===== src/tsp_pkg.sv =====
// ----------------------------------------------------------------------------
// tsp_pkg: shared types and constants for the tread speed PI controller
// Field widths, register index codes, sequencer states and clamp limits.
// ----------------------------------------------------------------------------
`default_nettype none

package tsp_pkg;

  localparam int NUM_W  = 16;  // signed dividend (error or integral)
  localparam int DVS_W  = 15;  // unsigned divisor register width
  localparam int QUO_W  = 17;  // signed quotient, holds +32768 magnitude
  localparam int LVL_W  = 8;   // drive level width
  localparam int CORR_W = 8;   // correction width
  localparam int CFG_IDX_W  = 2;
  localparam int CFG_DATA_W = 16;
  localparam int SUM_W  = QUO_W + 1;

  // configuration register indexes
  localparam logic [CFG_IDX_W-1:0] REG_PROP_DIV  = 2'd0;
  localparam logic [CFG_IDX_W-1:0] REG_INTEG_DIV = 2'd1;
  localparam logic [CFG_IDX_W-1:0] REG_INIT_REF  = 2'd2;
  localparam logic [CFG_IDX_W-1:0] REG_START_LVL = 2'd3;

  // reset values
  localparam logic [DVS_W-1:0] PROP_DIV_RST  = 15'h007F;
  localparam logic [DVS_W-1:0] INTEG_DIV_RST = 15'h04FF;
  localparam logic [15:0]      INIT_REF_RST  = 16'd1000;
  localparam logic [LVL_W-1:0] START_LVL_RST = 8'd255;

  // clamp limits
  localparam logic signed [SUM_W-1:0]  CORR_MAX_WIDE = 18'sd127;
  localparam logic signed [SUM_W-1:0]  CORR_MIN_WIDE = -18'sd128;
  localparam logic signed [CORR_W-1:0] CORR_MAX = 8'sd127;
  localparam logic signed [CORR_W-1:0] CORR_MIN = -8'sd128;
  localparam logic [LVL_W-1:0]         LVL_MAX  = 8'd255;
  localparam logic [LVL_W-1:0]         LVL_MIN  = 8'd0;

  typedef enum logic [3:0] {
    S_IDLE  = 4'b0001,
    S_DIVP  = 4'b0010,
    S_DIVI  = 4'b0100,
    S_APPLY = 4'b1000
  } state_t;

endpackage

`default_nettype wire


===== src/tsp_div.sv =====
// ----------------------------------------------------------------------------
// tsp_div: serial signed-by-unsigned divider
// Restoring division, one quotient bit per cycle, truncates toward zero.
// A zero divisor divides by one.
// ----------------------------------------------------------------------------
`default_nettype none

module tsp_div
  import tsp_pkg::*;
(
  input  wire logic                    clk,
  input  wire logic                    rst,
  input  wire logic                    start,
  input  wire logic signed [NUM_W-1:0] numer,
  input  wire logic        [DVS_W-1:0] denom,
  output logic                         done,
  output logic signed [QUO_W-1:0]      quotient
);

  localparam int CNT_W = $clog2(NUM_W);

  logic             busy;
  logic [CNT_W-1:0] count;
  logic             neg;
  logic [DVS_W-1:0] rem;
  logic [NUM_W-1:0] quo;
  logic [DVS_W-1:0] dvs;

  logic [DVS_W:0]   shifted;
  logic [DVS_W:0]   diff;
  logic             ge;

  assign shifted = {rem, quo[NUM_W-1]};
  assign diff    = shifted - {1'b0, dvs};
  assign ge      = (shifted >= {1'b0, dvs});

  always_ff @(posedge clk) begin
    if (rst) begin
      busy <= 1'b0;
      done <= 1'b0;
    end else begin
      done <= busy && (count == '0);
      if (start) begin
        busy <= 1'b1;
      end else if (busy && (count == '0)) begin
        busy <= 1'b0;
      end
    end
  end

  always_ff @(posedge clk) begin
    if (start) begin
      neg   <= numer[NUM_W-1];
      quo   <= numer[NUM_W-1] ? NUM_W'(-numer) : NUM_W'(numer);
      rem   <= '0;
      dvs   <= (denom == '0) ? DVS_W'(1) : denom;
      count <= CNT_W'(NUM_W - 1);
    end else if (busy) begin
      rem   <= ge ? diff[DVS_W-1:0] : shifted[DVS_W-1:0];
      quo   <= {quo[NUM_W-2:0], ge};
      count <= count - CNT_W'(1);
    end
  end

  // sign applied on the way out; stable while done is high
  assign quotient = neg ? -$signed({1'b0, quo}) : $signed({1'b0, quo});

endmodule

`default_nettype wire


===== src/tread_speed_pi_sync.sv =====
// ----------------------------------------------------------------------------
// tread_speed_pi_sync: PI speed matching of the left tread to the right tread
// Captures encoder edge times, measures periods and trims the left drive level.
// ----------------------------------------------------------------------------
// Sequencing: a measured left edge starts the divider on the error in S_IDLE,
//   on the updated integral in S_DIVP; S_DIVI registers level and correction,
//   S_APPLY loads the output register. In_stall holds new words until S_IDLE, so
//   restart, first and right edges, handled in S_IDLE, pass without the divider;
//   a stalled word in the output register holds the next one.
// Reset: synchronous, active high; config and control registers reset, payload
//   ones do not; first-edge flags set, integral cleared, level 255, reference 1000.
// ----------------------------------------------------------------------------
`default_nettype none

module tread_speed_pi_sync
  import tsp_pkg::*;
#(
  parameter int TIMER_BITS = 16
) (
  input  wire logic                         clk,
  input  wire logic                         rst,
  // item channel
  input  wire logic                         in_valid,
  output logic                              in_stall,
  input  wire logic                         mode,
  input  wire logic                         tread,
  input  wire logic [15:0]                  edge_time,
  // result channel
  output logic                              out_valid,
  input  wire logic                         out_stall,
  output logic [LVL_W-1:0]                  drive_level,
  output logic signed [CORR_W-1:0]          correction,
  // configuration write channel
  input  wire logic                         cfg_valid,
  output logic                              cfg_ready,
  input  wire logic [CFG_IDX_W-1:0]         cfg_index,
  input  wire logic [CFG_DATA_W-1:0]        cfg_data
);

  // timestamps wrap at the timer width; periods never exceed 16 bits
  localparam int TW = (TIMER_BITS < 16) ? TIMER_BITS : 16;

  // configuration registers
  logic [DVS_W-1:0] prop_div;
  logic [DVS_W-1:0] integ_div;
  logic [15:0]      init_ref;
  logic [LVL_W-1:0] start_lvl;

  // controller state
  state_t           state;
  logic [1:0]       first_pending;
  logic [TW-1:0]    last_edge [2];
  logic [15:0]      reference_period;
  logic [15:0]      error_integral;
  logic [LVL_W-1:0] left_level;
  logic signed [QUO_W-1:0] q_prop;

  // datapath
  logic                    accept;
  logic                    measure;
  logic [TW-1:0]           period_tw;
  logic [15:0]             period;
  logic [15:0]             err;
  logic                    div_start;
  logic signed [NUM_W-1:0] div_numer;
  logic [DVS_W-1:0]        div_denom;
  logic                    div_done;
  logic signed [QUO_W-1:0] div_quo;
  logic signed [SUM_W-1:0] adj_sum;
  logic signed [CORR_W-1:0] adj;
  logic signed [LVL_W+1:0] lvl_sum;
  logic [LVL_W-1:0]        lvl_new;
  logic                    apply_go;

  assign cfg_ready = 1'b1;
  assign in_stall  = (state != S_IDLE);
  assign accept    = in_valid && !in_stall;

  // period since the previous edge of the same tread
  assign period_tw = edge_time[TW-1:0] - last_edge[tread];
  assign period    = 16'(period_tw);
  assign err       = period - reference_period;
  assign measure   = accept && !mode && !first_pending[tread];

  // divider gets the error on a left measurement, then the updated integral
  assign div_start = (measure && !tread) || ((state == S_DIVP) && div_done);
  assign div_numer = (state == S_IDLE) ? $signed(err) : $signed(error_integral);
  assign div_denom = (state == S_IDLE) ? prop_div : integ_div;

  tsp_div u_div (
    .clk      (clk),
    .rst      (rst),
    .start    (div_start),
    .numer    (div_numer),
    .denom    (div_denom),
    .done     (div_done),
    .quotient (div_quo)
  );

  // sum of quotients at full width, clamped to a signed byte
  assign adj_sum = SUM_W'(q_prop) + SUM_W'(div_quo);
  always_comb begin
    if (adj_sum > CORR_MAX_WIDE) begin
      adj = CORR_MAX;
    end else if (adj_sum < CORR_MIN_WIDE) begin
      adj = CORR_MIN;
    end else begin
      adj = adj_sum[CORR_W-1:0];
    end
  end

  // level saturates both ways
  assign lvl_sum = $signed({2'b00, left_level}) + (LVL_W+2)'(adj);
  always_comb begin
    if (lvl_sum < 0) begin
      lvl_new = LVL_MIN;
    end else if (lvl_sum > $signed({2'b00, LVL_MAX})) begin
      lvl_new = LVL_MAX;
    end else begin
      lvl_new = lvl_sum[LVL_W-1:0];
    end
  end

  // the integral quotient is flagged by a one-cycle done pulse; the new level
  // is taken on that pulse and the word waits in S_APPLY while the output is full
  assign apply_go = (state == S_DIVI) && div_done;

  // configuration writes
  always_ff @(posedge clk) begin
    if (rst) begin
      prop_div  <= PROP_DIV_RST;
      integ_div <= INTEG_DIV_RST;
      init_ref  <= INIT_REF_RST;
      start_lvl <= START_LVL_RST;
    end else if (cfg_valid && cfg_ready) begin
      unique case (cfg_index)
        REG_PROP_DIV:  prop_div  <= cfg_data[DVS_W-1:0];
        REG_INTEG_DIV: integ_div <= cfg_data[DVS_W-1:0];
        REG_INIT_REF:  init_ref  <= cfg_data;
        REG_START_LVL: start_lvl <= cfg_data[LVL_W-1:0];
        default: ;
      endcase
    end
  end

  // sequencer and controller state
  always_ff @(posedge clk) begin
    if (rst) begin
      state            <= S_IDLE;
      first_pending    <= 2'b11;
      reference_period <= INIT_REF_RST;
      error_integral   <= '0;
      left_level       <= START_LVL_RST;
      out_valid        <= 1'b0;
    end else begin
      if ((state == S_APPLY) && !(out_valid && out_stall)) begin
        out_valid <= 1'b1;
      end else if (out_valid && !out_stall) begin
        out_valid <= 1'b0;
      end
      unique case (state)
        S_IDLE: begin
          if (accept) begin
            if (mode) begin
              first_pending    <= 2'b11;
              error_integral   <= '0;
              reference_period <= init_ref;
              left_level       <= start_lvl;
            end else if (first_pending[tread]) begin
              first_pending[tread] <= 1'b0;
            end else if (tread) begin
              reference_period <= period;
            end else begin
              error_integral <= error_integral + err;
              state          <= S_DIVP;
            end
          end
        end
        S_DIVP: begin
          if (div_done) begin
            state <= S_DIVI;
          end
        end
        S_DIVI: begin
          if (div_done) begin
            left_level <= lvl_new;
            state      <= S_APPLY;
          end
        end
        S_APPLY: begin
          if (!(out_valid && out_stall)) begin
            state <= S_IDLE;
          end
        end
        default: state <= S_IDLE;
      endcase
    end
  end

  // payload registers
  logic [LVL_W-1:0]         lvl_hold;
  logic signed [CORR_W-1:0] adj_hold;

  always_ff @(posedge clk) begin
    if (accept && !mode) begin
      last_edge[tread] <= edge_time[TW-1:0];
    end
    if ((state == S_DIVP) && div_done) begin
      q_prop <= div_quo;
    end
    if (apply_go) begin
      lvl_hold <= lvl_new;
      adj_hold <= adj;
    end
    if ((state == S_APPLY) && !(out_valid && out_stall)) begin
      drive_level <= lvl_hold;
      correction  <= adj_hold;
    end
  end

  // ----------------------------------------------------------------------------
  // Assertions
  // ----------------------------------------------------------------------------
  a_div_start_phase: assert property (@(posedge clk) disable iff (rst)
    div_start |-> (state == S_IDLE || state == S_DIVP))
    else $error("divider started outside its phases");

  a_div_done_phase: assert property (@(posedge clk) disable iff (rst)
    div_done |-> (state == S_DIVP || state == S_DIVI))
    else $error("divider finished with no pass pending");

  a_apply_issues: assert property (@(posedge clk) disable iff (rst)
    (state == S_APPLY && !(out_valid && out_stall)) |=> (out_valid && state == S_IDLE))
    else $error("apply step did not post a word");

  a_pos_corr_level: assert property (@(posedge clk) disable iff (rst)
    (out_valid && !correction[CORR_W-1] && correction != '0) |-> (drive_level != LVL_MIN))
    else $error("positive correction left a zero level");

endmodule

`default_nettype wire


===== config.mk =====
export PLATFORM = sky130hd
export DESIGN_NAME = tread_speed_pi_sync
export DESIGN_NICKNAME = d
export VERILOG_FILES = /design/src/tsp_pkg.sv /design/src/tsp_div.sv /design/src/tread_speed_pi_sync.sv
export SDC_FILE = /design/constraint.sdc
export NUM_CORES = 1
export LEC_CHECK = 0
export BUFFER_PORTS_ARGS = -buffer_cell sky130_fd_sc_hd__buf_2
export CORE_MARGIN = 2
export CORE_UTILIZATION = 65
export CTS_BUF_LIST = sky130_fd_sc_hd__clkbuf_2 sky130_fd_sc_hd__clkbuf_4 sky130_fd_sc_hd__clkbuf_8
export DETAILED_ROUTE_END_ITERATION = 8
export GPL_TIMING_DRIVEN = 0
export PLACE_DENSITY = 0.83
export SLEW_MARGIN = 20
export SYNTH_ARGS = -nofsm -noshare
export SYNTH_HDL_FRONTEND = slang
export SYNTH_SLANG_ARGS = --single-unit

===== constraint.sdc =====
create_clock -name clk -period 14.2 [get_ports clk]
set_input_delay 2.84 -clock clk [delete_from_list [all_inputs] [get_ports clk]]
set_output_delay 2.84 -clock clk [all_outputs]
set_load 0.02 [all_outputs]

Word-level counts from Yosys, hierarchy flattened

Memories as Yosys holds them, arrays and structs flattened.
Cells that the tools add are included.

Add/subtract/negate cells: 9
Order comparisons: 7
Equality and inequality tests: 18
Multiplexer cells: 41
Bitwise logic cells: 2
Reduce and logical (&&, ||, !) cells: 36

Operators by type and width:

| kind                  | count |
|---|---|
| $mux W16              | 10 |
| $mux W8               | 7 |
| $sub A16 B16 Y16      | 2 |
| $mux W15              | 2 |
| $mux W4               | 7 |
| $add A17 B17 Y18      | 1 |
| $gt A18 B8 Y1 const B | 1 |
| $lt A18 B8 Y1 const B | 1 |
| $mux W17              | 1 |
| $neg A16 Y17          | 1 |
| $add A16 B16 Y16      | 1 |
| $ge A16 B15 Y1        | 1 |
| $ne A2 B2 Y1 const B  | 8 |
| $neg A16 Y16          | 1 |
| $pmux W4 S4           | 1 |
| $pmux W8 S2           | 1 |
| $logic_not A15 Y1     | 1 |
| $sub A15 B15 Y15      | 1 |
| $reduce_and A4 Y1     | 3 |
| $reduce_bool A2 Y1    | 6 |
| $logic_and A1 B1 Y1   | 11 |
| $add A9 B8 Y10        | 1 |
| $gt A10 B9 Y1 const B | 1 |
| $lt A10 B1 Y1 const B | 1 |
| 23 further kinds      | 42 |

Flip-flop bits (word level): 203
RAM bits: 32
Word-level logic and storage cells: 136
Memories: 1

Memory list:

| memory    | words | width | rd ports | clocked after memory_dff | wr ports | line                      | source |
|---|---|---|---|---|---|---|---|
| last_edge | 2     | 16    | 1        | 0                        | 1        | tread_speed_pi_sync.sv:52 | `logic [TW-1:0] last_edge [2];` |

Longest topological paths before layout

Depth in word-level cells: 12
Depth in mapped cells: 27
Mapped depth without buffers: 27

Cells and area by module

From an unflattened synthesis, not the netlist that was laid out.

Cells, all modules: 1566
Area, all modules: 14068.5 sq um

By module, submodules not included:

| module              | instances | cells an instance | area each (sq um) | seq. area each (sq um) |
|---|---|---|---|---|
| tread_speed_pi_sync | 1         | 1180              | 10523.8           | 4454.3 |
| tsp_div             | 1         | 386               | 3544.6            | 1381.3 |

Least setup slack after synthesis

Ideal clock, no wire load.

Kind: input port to flip-flop
Start: input port tread
End: register error_integral[15]
Setup time: 0.122 ns
Arrival: 7.915 ns
Required time: 14.078 ns
Setup slack: 6.163 ns
Stages on the path: 23
Path buffers: 2
Path through: buf_1 clkbuf_1 mux2i_1 fa_1 a21o_1 a21oi_1 o21ai_0 a21oi_1 xnor2_1 ha_1 o21ai_1 a21bo_1 a21o_1 a21oi_1 nor2_1 ha_1 and3_1 and3_1 o311ai_1 o211ai_1 xnor3_1 nor4b_1 a311o_1

Cells in the longest elaborated chain, start to end: 7

RTL lines:

| what                 | line                       | source |
|---|---|---|
| from (decl)          | tread_speed_pi_sync.sv:26  | `input wire logic tread,` |
| $mem_v2 Z2 W16       | n/a                        |  |
| $sub A16 B16 Y16     | tread_speed_pi_sync.sv:80  | `assign period_tw = edge_time[TW-1:0] - last_edge[tread];` |
| $sub A16 B16 Y16     | tread_speed_pi_sync.sv:82  | `assign err = period - reference_period;` |
| $add A16 B16 Y16     | tread_speed_pi_sync.sv:174 | `error_integral <= error_integral + err;` |
| $mux W16             | tread_speed_pi_sync.sv:171 | `end else if (tread) begin` |
| $mux W16             | tread_speed_pi_sync.sv:169 | `end else if (first_pending[tread]) begin` |
| $mux W16             | tread_speed_pi_sync.sv:164 | `if (mode) begin` |
| to (signal assigned) | tread_speed_pi_sync.sv:174 |  |
| to (decl)            | tread_speed_pi_sync.sv:54  | `logic [15:0] error_integral;` |

Parallel ways exist; a longest one is shown, timed or not. The select of a mux whose other input is x is not followed.
A chain may end at the register's enable or synchronous reset.

Final worst setup path

Same ends and word-level chain as after synthesis.

==> summary.md <==
| Metric | Value |
|---|---|
| Status | finished, final reports clean |
| Post-layout min period | 8.946 ns |
| Clk_skew | 0.03695 ns |
| WL per Instance | approximately 19 µm |
| Synth-to-layout area growth | 10.88% |
| Total grt overflow | 0 |
| Postcts setup bufs | 0 |
| H-tree Lvls | 2 |
| Slew @ Worst Pin | approximately 1 ns |
| All-layer global routing usage | between 30% and 40% |
| First-pass GRT wire length | around 60000 µm |
| Share of post-route cells with drive strength above 1 | between 10% and 20% |
| DR pass1 iterations | 8 |
| Die Area | about 23000 µm² |
| Post-Route WL | about 38000 µm |
| Syn nets | between 1.5k and 2k |
| Netlist Area Pre-Place | 14220 µm² |
| Syn Area/Cell | between 9 and 10 µm² |
| Initial antenna violation count | 0 |
| Crit path arrival time | 9.39 ns |
| Rows | 54 |
| CP Capture Type | flip-flop |
| Num ports | 60 |
| Vias post-DR | about 12k |
| Syn Inst Count | 1568 |
| Die height | ~150 µm |
| Cell Chain, Critical Path | buf_2, buf_1, clkbuf_1, mux2i_1, fa_1, a21o_1, a21oi_1, o21ai_0, a21oi_1, xnor2_1, ha_1, o21ai_1, a21bo_1, a21o_1, a21oi_1, nor2_1, ha_1, and3_1, and3_1, o311ai_1, o211ai_1, xnor3_1, nor4b_1, a311o_1 |
| Clock sink count | 235 |
| Post-CTS resize count | 0 |
| Primary FF master, synth | dfxtp_1 |
| Max cap viols | 0 |
| Clk Latency, worst-skew pair | around 0.56 ns |
| Setup_tns | 0 ns |
| Relative slew slack | between 30% and 40% |
| Share of flip-flops with an asynchronous set or reset | 0% |
| Vias per cell | between 6 and 7 |
| Ant. Diodes | 0 |
| Critical-path top delay cell | clkbuf_1 |
| P_leak | approximately 6.5 nW |
| CP dominant cell by count | a21oi_1 |
| RSZ-0062 raised after global routing | no |
| WHS | about 0.42 ns |
| Final core utilization | ~73% |
| Max clock buf depth | 3 |
| PortBufs | 57 |
| Power Density | around 130 nW/µm² |
| Antenna-violating nets left | 0 |
| Most common cell after layout, fill and taps aside | nand2_1 |
| Yosys cell types | 100 |
| HPWL after detailed placement | approximately 28000 µm |
| DRT iter0 DRCs | roughly 1.1k |
| Overall die width | between 150 and 200 µm |
| Worst Setup Path Type | input pin to flip-flop |
| TritonCTS clock tree | built |
| Worst Hold Class | flip-flop to flip-flop |
| DP Area | 14890 µm² |
| Buffers & Inverters on Critical Path | 3 |
| Crit-path max FO | 10 |
| Final Cycle Share | about 63% |
| Cell area after layout | between 15000 and 20000 µm² |
| Synth warn | 0 |
| Setup violators final | 0 |
| Max stage delay on crit path | ~0.70 ns |
| Number of hold buffers added after cts | 0 |
| Root Buffer | clkbuf_8 |
| Largest net degree at the start of global routing | 26 |
| Initial Utilization | 65.77% |
| GPL Wtd Cong | ~1.0 |
| Vias in the first global route | between 10k and 15k |
| Placed insts | 1907 |
| Critical Path Start Type | input pin |
| #FFs+latches synth | 235 |
| Post-route DRC | 0 |
| TritonCTS Buffers | 40 |
| Total core area | 21620 µm² |
| Slew Limit Fails | 0 |
| Critical path data required time | approximately 15 ns |
| Maximum vdd drop | ~0.00011 V |
| Part of the Yosys area used for sequential elements | about two fifths |
| Most frequent cells in the layout | nand2_1, dfxtp_1, edfxtp_1 |
| Post-synth EDFFs | between 100 and 150 |
| CP delay by family, top | compound AO/OA/AOI/OAI gates |
| Layout Cells excl Fill | approximately 2.0k |
| Fmax | roughly 110 MHz |
| Final hold viol count | 0 |
| NumNets Final | roughly 1.8k |
| Clock transition at the registers of the reported paths | about 0.06 ns |
## power breakdown
group          switching (W)  internal [W]
clock               0.000284      0.000376
sequential         0.0000287      0.000750
combinational       0.000380      0.000245
## path summary, 6_finish.rpt
check / from / to / slack, ns / cells after the start
worst max-delay path: tread / error_integral[15]$_SDFFE_PP0P_ / 5.25 / 24
worst min-delay path: lvl_hold[2]$_DFFE_PP_ / drive_level[2]$_DFFE_PP_ / 0.42 / 0
worst max register to register: u_div.quo[0]$_DFFE_PP_ / left_level[2]$_SDFFE_PP1P_ / 7.17 / 26
worst min register to register: lvl_hold[2]$_DFFE_PP_ / drive_level[2]$_DFFE_PP_ / 0.42 / 0
## flip-flops by register name, indices dropped and copies added (netlist names), 4 cells and up
register / cells
integ_div: 15
u_div.quo: 16
left_level: 8
init_ref: 16
u_div.dvs: 15
last_edge: 32
lvl_hold: 8
q_prop: 17
drive_level: 8
error_integral: 16
reference_period: 16
u_div.count: 4
correction: 8
adj_hold: 8
u_div.rem: 15
state: 4
start_lvl: 8
prop_div: 15
## cell type report
class / instances / area [µm²]
Buffer: 65 / 270.3
Clock buffer: 60 / 744.5
Clock inverter: 14 / 133.9
Fill cell: 1635 / 5853
Inverter: 79 / 296.5
Multi-Input combinational cell: 1189 / 7836
Sequential cell: 235 / 5836
Tap cell: 280 / 350.3
Timing Repair Buffer: 59 / 300.3
## synth_stat cells, types with 7 or more instances
cell / n / area [µm²]
a211oi_1: 12 / 90.09
a21o_1: 22 / 165.2
a21oi_1: 98 / 490.5
a22oi_1: 14 / 105.1
a31oi_1: 10 / 62.56
and2_1: 16 / 100.1
and3_1: 14 / 87.58
buf_1: 10 / 37.54
clkbuf_1: 47 / 176.4
dfxtp_1: 122 / 2442
edfxtp_1: 113 / 3393
ha_1: 91 / 1139
inv_1: 78 / 292.8
mux2i_1: 38 / 380.4
nand2_1: 253 / 949.7
nand2b_1: 16 / 100.1
nand3_1: 53 / 265.3
nand3b_1: 10 / 75.07
nand4_1: 8 / 50.05
nor2_1: 103 / 386.6
nor2b_1: 17 / 106.4
nor3_1: 42 / 210.2
nor3b_1: 7 / 52.55
nor4_1: 11 / 68.82
o211ai_1: 24 / 180.2
o21a_1: 17 / 127.6
o21ai_0: 68 / 340.3
o21ai_1: 11 / 55.05
o221ai_1: 7 / 61.31
o31ai_1: 13 / 97.59
or2_2: 7 / 43.79
or3_1: 13 / 81.33
xnor2_1: 48 / 420.4
xor2_1: 20 / 175.2
## routing by layer
metal / routed length, µm / share of wire, % / GRT usage (%)
met5: 0 / 0 / 0
met4: 1624 / 4.3 / 14.95
met3: 2595 / 6.9 / 4.450
met2: 17650 / 47 / 52.90
met1: 15780 / 42 / 42.38
## metrics by stage
step / setup WS [ns] / power (W)
3_3_place_gp: 5.037 / 0.001378
2_1_floorplan: 6.163 / 0.001248
5_1_grt: 4.904 / 0.002165
4_1_cts: 5.378 / 0.002057
3_5_place_dp: 4.826 / 0.001397
6_report: 5.254 / 0.002065
## kinds of logic after synthesis
group | synth area share (%)
adder cells (fa/ha/maj) | 8.852
buffers and inverters | 3.968
AND/OR/NAND/NOR | 20.06
flip-flops | 41.04
XOR/XNOR | 4.655
multiplexers | 3.009
other | 0.02637
AO/OA/AOI/OAI | 18.39
Note: power is estimated with default switching activity, not from simulation.
